[config.mk]
export PLATFORM = sky130hd
export DESIGN_NAME = spindle_speed_to_pwm_top
export DESIGN_NICKNAME = d
export VERILOG_FILES = /design/src/rtl/core/ssp_pkg.sv /design/src/rtl/core/spindle_speed_to_pwm_top.sv
export VERILOG_INCLUDE_DIRS = /design/src /design/src/rtl/core
export SDC_FILE = /design/constraint.sdc
export NUM_CORES = 2
export LEC_CHECK = 0
export ABC_AREA = 0
export BUFFER_PORTS_ARGS = -buffer_cell sky130_fd_sc_hd__buf_4
export CORE_MARGIN = 5
export CORE_UTILIZATION = 35
export CTS_CLUSTER_SIZE = 8
export DETAILED_ROUTE_END_ITERATION = 6
export GPL_TIMING_DRIVEN = 0
export SYNTH_ARGS = -nofsm -noshare
export SYNTH_HDL_FRONTEND = slang
export SYNTH_SLANG_ARGS = --single-unit
[constraint.sdc]
create_clock -name clk -period 10.8 [get_ports clk]
set_input_delay 2.16 -clock clk [delete_from_list [all_inputs] [get_ports clk]]
set_output_delay 2.16 -clock clk [all_outputs]
set_load 0.005 [all_outputs]
[src/rtl/core/assert_macros.svh]
// Assertion macros shared by the spindle PWM RTL.
// Expects clk and rst in the scope of use.
`ifndef ASSERT_MACROS_SVH
`define ASSERT_MACROS_SVH

// Clocked assertion, disabled while in reset.
`define SSP_ASSERT(label, prop, msg) \
  label: assert property (@(posedge clk) disable iff (rst) prop) else $error(msg);

// Clocked assertion that also holds during reset.
`define SSP_ASSERT_ALWAYS(label, prop, msg) \
  label: assert property (@(posedge clk) prop) else $error(msg);

`endif

[src/rtl/core/ssp_pkg.sv]
// Types and constants for the spindle speed to PWM mapper.
// No dependencies.
`default_nettype none

package ssp_pkg;

  typedef struct packed {
    logic [1:0]  command;
    logic [15:0] target_rpm;
    logic [7:0]  override_percent;
    logic        abort_active;
  } cmd_t;

  typedef struct packed {
    logic [15:0] pwm_compare;
    logic        pwm_running;
    logic        enable_level;
    logic        direction_level;
    logic [15:0] actual_rpm;
  } rsp_t;

  localparam logic [1:0] CMD_OFF = 2'd0;
  localparam logic [1:0] CMD_CW  = 2'd1;

  localparam logic [2:0] CFG_MIN_RPM        = 3'd0;
  localparam logic [2:0] CFG_MAX_RPM        = 3'd1;
  localparam logic [2:0] CFG_COUNTS_PER_RPM = 3'd2;
  localparam logic [2:0] CFG_LASER_MODE     = 3'd3;
  localparam logic [2:0] CFG_INVERT_ENABLE  = 3'd4;
  localparam logic [2:0] CFG_ENABLE_OFF_ZERO = 3'd5;

  localparam int unsigned MUL_W  = 25;
  localparam int unsigned PROD_W = 2 * MUL_W;

  // Percent scale and exact divide-by-100 reciprocal (ceil(2^31/100)).
  localparam logic [22:0]      RPM_SCALE   = 23'd100;
  localparam logic [MUL_W-1:0] RECIP_100   = 25'd21474837;
  // Above this, (num >> 16) / 100 is at least 65536: count saturates.
  localparam logic [31:0]      Q_SAT       = 32'd6553600;

endpackage

`default_nettype wire

[src/rtl/core/spindle_speed_to_pwm_top.sv]
// Spindle speed to PWM mapper, top level.
// Depends on ssp_pkg and assert_macros.svh.
`default_nettype none
`include "assert_macros.svh"

// Each command transaction yields one response transaction carrying the held
// pin/timer state. A run command that maps linearly steps through the product,
// clamp, scale, quotient, count and speed states (one 25x25 multiplier reused
// for target*override, the Q8.16 scaling and two reciprocal divides by 100); a
// run command that clamps ends after the clamp state, and abort and off
// commands go straight to completion. cmd_stall stays high until the response
// is loaded, and the response register holds its value while rsp_stall is high.
// Configuration writes are always ready and must only be issued while idle.
module spindle_speed_to_pwm_top
  import ssp_pkg::*;
#(
  parameter int unsigned PWM_MAX_COUNT = 1000,
  parameter int unsigned PWM_MIN_COUNT = 1,
  parameter int unsigned PWM_OFF_COUNT = 0
) (
  input  wire logic        clk,
  input  wire logic        rst,
  input  wire logic        cmd_valid,
  output logic             cmd_stall,
  input  wire cmd_t        cmd,
  output logic             rsp_valid,
  input  wire logic        rsp_stall,
  output rsp_t             rsp,
  input  wire logic        cfg_valid,
  output logic             cfg_ready,
  input  wire logic [2:0]  cfg_index,
  input  wire logic [23:0] cfg_data
);

  localparam logic [15:0] MAX_CNT = 16'(PWM_MAX_COUNT);
  localparam logic [15:0] MIN_CNT = 16'(PWM_MIN_COUNT);
  localparam logic [15:0] OFF_CNT = 16'(PWM_OFF_COUNT);

  typedef enum logic [7:0] {
    S_IDLE  = 8'b0000_0001,
    S_PROD  = 8'b0000_0010,
    S_CLAMP = 8'b0000_0100,
    S_SCALE = 8'b0000_1000,
    S_QDIV  = 8'b0001_0000,
    S_COUNT = 8'b0010_0000,
    S_SPEED = 8'b0100_0000,
    S_DONE  = 8'b1000_0000
  } state_t;

  state_t state;

  logic [15:0] min_rpm;
  logic [15:0] max_rpm;
  logic [23:0] counts_per_rpm;
  logic        laser_mode;
  logic        invert_enable;
  logic        enable_off_at_zero;

  logic [1:0]  command;
  logic        abort_active;
  logic        ccw;
  logic [15:0] target;
  logic [7:0]  ovr;
  logic [23:0] prod;
  logic [15:0] cmp;
  logic [15:0] speed;
  logic        sat;
  logic [PROD_W-1:0] mul;

  logic [22:0]       lo_rpm;
  logic [22:0]       hi_rpm;
  logic [MUL_W-1:0]  mul_a;
  logic [MUL_W-1:0]  mul_b;
  logic [PROD_W-1:0] mul_next;
  logic [16:0]       cnt;
  logic              running;
  logic              rsp_free;

  assign cfg_ready = 1'b1;
  assign cmd_stall = (state != S_IDLE);
  assign rsp_free  = !rsp_valid || !rsp_stall;

  always_ff @(posedge clk) begin
    if (rst) begin
      min_rpm            <= '0;
      max_rpm            <= 16'd1000;
      counts_per_rpm     <= '0;
      laser_mode         <= 1'b0;
      invert_enable      <= 1'b0;
      enable_off_at_zero <= 1'b0;
    end else if (cfg_valid && cfg_ready) begin
      case (cfg_index)
        CFG_MIN_RPM:         min_rpm            <= cfg_data[15:0];
        CFG_MAX_RPM:         max_rpm            <= cfg_data[15:0];
        CFG_COUNTS_PER_RPM:  counts_per_rpm     <= cfg_data;
        CFG_LASER_MODE:      laser_mode         <= cfg_data[0];
        CFG_INVERT_ENABLE:   invert_enable      <= cfg_data[0];
        CFG_ENABLE_OFF_ZERO: enable_off_at_zero <= cfg_data[0];
        default: ;
      endcase
    end
  end

  assign lo_rpm = 23'(min_rpm) * RPM_SCALE;
  assign hi_rpm = 23'(max_rpm) * RPM_SCALE;

  // shared multiplier operand select
  always_comb begin
    mul_a = '0;
    mul_b = '0;
    case (state)
      S_PROD: begin
        mul_a = MUL_W'(target);
        mul_b = MUL_W'(ovr);
      end
      S_SCALE: begin
        mul_a = MUL_W'(prod - 24'(lo_rpm));
        mul_b = MUL_W'(counts_per_rpm);
      end
      S_QDIV: begin
        mul_a = MUL_W'(mul[38:16]);
        mul_b = RECIP_100;
      end
      S_COUNT: begin
        mul_a = MUL_W'(prod);
        mul_b = RECIP_100;
      end
      default: ;
    endcase
  end

  assign mul_next = PROD_W'(mul_a) * PROD_W'(mul_b);
  assign cnt      = 17'(mul[46:31]) + 17'(MIN_CNT);
  assign running  = (cmp != OFF_CNT);

  always_ff @(posedge clk) begin
    mul <= mul_next;
    case (state)
      S_IDLE: begin
        if (cmd_valid) begin
          command      <= cmd.command;
          abort_active <= cmd.abort_active;
          ccw          <= (cmd.command != CMD_CW);
          target       <= (laser_mode && cmd.command != CMD_CW) ? '0 : cmd.target_rpm;
          ovr          <= cmd.override_percent;
        end
      end
      S_PROD: prod <= mul_next[23:0];
      S_CLAMP: begin
        if (min_rpm >= max_rpm || prod >= 24'(hi_rpm)) begin
          cmp   <= MAX_CNT;
          speed <= max_rpm;
        end else if (prod == '0) begin
          cmp   <= OFF_CNT;
          speed <= '0;
        end else if (prod <= 24'(lo_rpm)) begin
          cmp   <= MIN_CNT;
          speed <= min_rpm;
        end
      end
      S_QDIV: sat <= (mul[47:16] >= Q_SAT);
      S_COUNT: begin
        if (sat || cnt > 17'(MAX_CNT)) begin
          cmp <= MAX_CNT;
        end else begin
          cmp <= cnt[15:0];
        end
      end
      S_SPEED: speed <= mul[46:31];
      default: ;
    endcase
  end

  always_ff @(posedge clk) begin
    if (rst) begin
      state     <= S_IDLE;
      rsp_valid <= 1'b0;
      rsp       <= '0;
    end else begin
      if (rsp_valid && !rsp_stall && state != S_DONE) begin
        rsp_valid <= 1'b0;
      end
      case (state)
        S_IDLE: begin
          if (cmd_valid) begin
            if (cmd.abort_active || cmd.command == CMD_OFF) begin
              state <= S_DONE;
            end else begin
              state <= S_PROD;
            end
          end
        end
        S_PROD: state <= S_CLAMP;
        S_CLAMP: begin
          if (min_rpm >= max_rpm || prod >= 24'(hi_rpm) || prod == '0 ||
              prod <= 24'(lo_rpm)) begin
            state <= S_DONE;
          end else begin
            state <= S_SCALE;
          end
        end
        S_SCALE: state <= S_QDIV;
        S_QDIV:  state <= S_COUNT;
        S_COUNT: state <= S_SPEED;
        S_SPEED: state <= S_DONE;
        S_DONE: begin
          if (rsp_free) begin
            rsp_valid <= 1'b1;
            state     <= S_IDLE;
            if (!abort_active) begin
              if (command == CMD_OFF) begin
                rsp.actual_rpm   <= '0;
                rsp.pwm_running  <= 1'b0;
                rsp.enable_level <= invert_enable;
              end else begin
                rsp.direction_level <= ccw;
                rsp.actual_rpm      <= speed;
                rsp.pwm_compare     <= cmp;
                rsp.pwm_running     <= running;
                rsp.enable_level    <= (enable_off_at_zero ? running : 1'b1) ^ invert_enable;
              end
            end
          end
        end
        default: state <= S_IDLE;
      endcase
    end
  end

  `SSP_ASSERT(a_busy_after_accept, (cmd_valid && !cmd_stall) |=> cmd_stall,
              "accepted command did not raise stall")
  `SSP_ASSERT(a_rsp_from_done, $rose(rsp_valid) |-> $past(state == S_DONE),
              "response raised outside the completion state")
  `SSP_ASSERT_ALWAYS(a_running_not_off, rsp.pwm_running |-> (rsp.pwm_compare != OFF_CNT),
                     "PWM running with the off compare count")

endmodule

`default_nettype wire
==> run metrics <==
setup slack after layout -165 ps; DP Cell Count 5,035; Layout Nets 4,843; largest net degree at the start of global routing 34; vias in the first global route 27,617; setup tns final -1050 ps; GRT Total Usage 23.7%; CTS tree yes; Die Area 0.100 mm^2; TritonCTS buffer count 34; static leakage 17.5 nW; most used flip-flop cell after synthesis dfxtp_1; Die Height 317 um; Power Total 2.30 mW; Multi-input gate area 0.0256 mm^2; Fillers 9,391; initial core utilization 35.3%; CP Class register to register; CTS sink cnt 220; final hold viol count 0; Max Cap Viol 1; vias per std cell 5.31; Clock Power Share 45.0%; Reg clk slew, reported paths 50 ps; Synth async-reset ratio 0%; Worst-Skew Late Latency 550 ps; antenna viol nets, final 0; GP Congestion 1.04; unrepaired setup endpoints after global routing true; Syn. warnings 0; via count 27,486; slowest stage delay, CP 560 ps; first-pass GRT wire length 177 mm; Core Rows 112; clock root buffer clkbuf_16; residual DRC count 0; Post-synth EDFFs 85; Post-Route WL 119 mm; Final min period 10,960 ps; clk_skew 27.2 ps; library cells used by synthesis 79; Core Box Area 0.0933 mm^2; Sw Share 28.2%; Sw Pwr 0.647 mW; number of synthesized register bits 220; sequential share of power 40.0%; I/O Buffers 94; Setup-failing EPs final 9; Die Wd 317 um; Mapped Area 0.0329 mm^2; Crit path arrival time 11,420 ps; Worst Path Max Fanout 5; hold_buf cts 0; CP Capture Type register; average wire per standard cell 23.0 um; register area 0.00528 mm^2; Synth Instances 3,675; share of layout cells above drive strength 1 13.3%; fmax 91.2 MHz; Worst EP required 11,260 ps; Worst-Margin Slew 1530 ps; gr ovfl total 0; Iteration-0 DRC Markers 2,540; final worst-path cycle share 102%; Final HPWL DP 96.6 mm; VDD IR max 0.0000958 V; Avg Cell Area, Syn 8.95 um^2; crit path launch type register; post-layout util 41.1%; max-slew violations 9; HP Class register to register; Comb pwr share 15.0%; failing checks max-capacitance violations, max-slew violations, negative setup slack; sequential area share after synthesis 16.0%; slew margin rel. -1.89%; Longest Clk Path Bufs 3; Boundary Pins 97; pwr dens 59.9 mW/mm^2; First-pass DRT Iterations 6; internal power 1.65 mW; Non-Filler Instances 5,181; area grow syn2layout 16.6%; Hold WS 451 ps; H-tree depth 2; number of antenna violations at the first check in global routing 9; status finished, violations left; CP max stage cell fa_2
## synthesized netlist by cell type (16+ instances only)
| master | count | share of area [%] |
|---|---|---|
| nand2_1 | 613 | 7.0 |
| a22oi_1 | 38 | 0.87 |
| buf_2 | 68 | 1.0 |
| edfxtp_1 | 85 | 7.8 |
| mux2i_1 | 18 | 0.55 |
| o21ai_0 | 42 | 0.64 |
| nand4_1 | 17 | 0.32 |
| fa_1 | 548 | 33 |
| o211ai_1 | 18 | 0.41 |
| a21oi_1 | 185 | 2.8 |
| dfxtp_1 | 135 | 8.2 |
| xor2_1 | 43 | 1.1 |
| clkbuf_1 | 77 | 0.88 |
| inv_1 | 684 | 7.8 |
| nor4_1 | 16 | 0.30 |
| nor2_1 | 282 | 3.2 |
| nand3_1 | 34 | 0.52 |
| o21a_1 | 17 | 0.39 |
| xnor2_1 | 62 | 1.7 |
| and2_1 | 57 | 1.1 |
| ha_1 | 337 | 13 |
| nor3_1 | 22 | 0.33 |
| a21o_1 | 45 | 1.0 |
## layout make-up
class                      instances  area share, %
timing repair buffer             188           4.04
inverter                         684           6.69
clock inverter                     3         0.0881
buffer                           149           2.04
antenna                            7         0.0457
tap                             1254           4.09
multi-input combinational       2622           66.7
clock buffer                      54           2.58
sequential                       220           13.8
## timing repair
| item | in CTS | in global routing |
|---|---|---|
| gates cloned | 0 | 1 |
| resized for setup | 153 | 126 |
| setup endpoints to repair | 34 | 30 |
| pin swaps | 68 | 100 |
| setup buffers | 40 | 45 |
## layout by cell type (no fill, tap or decap), types with 36 or more instances in the layout
cell type  count
a21o_1        43
a21oi_1      165
a22oi_1       37
and2_1        56
buf_2         62
buf_4        177
clkbuf_1      82
clkbuf_16     36
dfxtp_1      123
edfxtp_1      85
fa_1         539
ha_1         312
inv_1        669
nand2_1      608
nor2_1       278
xnor2_1       57
## path summary, 6_finish.rpt
check | start | endpoint | slack, ps | depth (start not counted)
max | min_rpm[2]$_SDFFE_PP0P_ | mul[47]$_DFF_P_ | -160 | 47
min | rsp[31]$_SDFFE_PP0P_ | rsp[31]$_SDFFE_PP0P_ | 450 | 2
min reg2reg | rsp[31]$_SDFFE_PP0P_ | rsp[31]$_SDFFE_PP0P_ | 450 | 2
max reg2reg | min_rpm[2]$_SDFFE_PP0P_ | mul[47]$_DFF_P_ | -160 | 47
## layer usage
| metal | vias to the layer above | share of wire [%] | track usage [%] |
|---|---|---|---|
| li1 | 12044 | - | - |
| met1 | 13708 | 41 | 32.2 |
| met2 | 1397 | 43 | 35.9 |
| met3 | 325 | 10 | 5.90 |
| met4 | 12 | 5.7 | 11.0 |
| met5 | - | 0.075 | 0 |
## registers in the layout, summed over array words and instances (netlist names), 2 cells and up
| name | count |
|---|---|
| cmp | 16 |
| command | 2 |
| counts_per_rpm | 24 |
| max_rpm | 16 |
| min_rpm | 16 |
| mul | 32 |
| ovr | 8 |
| prod | 24 |
| rsp | 35 |
| speed | 16 |
| state | 8 |
| target | 16 |
## power groups by stage
stage,Clock (mW),Sequential [mW],Combinational (mW)
final,1.04,0.919,0.345
after floorplan,0,0.913,0.200
after CTS,1.05,0.915,0.323
after global routing,1.09,0.918,0.378
after global placement,0,0.933,0.302
after detailed placement,0,0.931,0.308
## cell families (layout without fill, tap and decap cells)
group | count (synthesis) | after routing | share of synthesized area [%]
compound gates | 474 | 474 | 9.57
xor+xnor | 105 | 105 | 2.80
fa+ha+maj | 885 | 885 | 46.2
buf+inv | 838 | 1078 | 9.94
flops | 220 | 220 | 16.0
mux | 33 | 33 | 1.06
other cells | 2 | 14 | 0.0228
simple gates | 1118 | 1118 | 14.5
## through the flow
step,cell area (um^2),setup slack [ps]
finish,38400,-165
global route,38300,-570
CTS,37400,-348
detailed placement,35300,-2150
global placement,35200,-2260
floorplan,33000,6.63
## worst max-delay path, delay by kind of cell, from the launching register on
kind | cells | cell delay (ps)
buf+inv | 8 | 700
flops | 1 | 360
xor+xnor | 2 | 390
fa+ha+maj | 13 | 5260
compound gates | 18 | 3010
simple gates | 6 | 1130
Power figures use the tool's default switching activity.
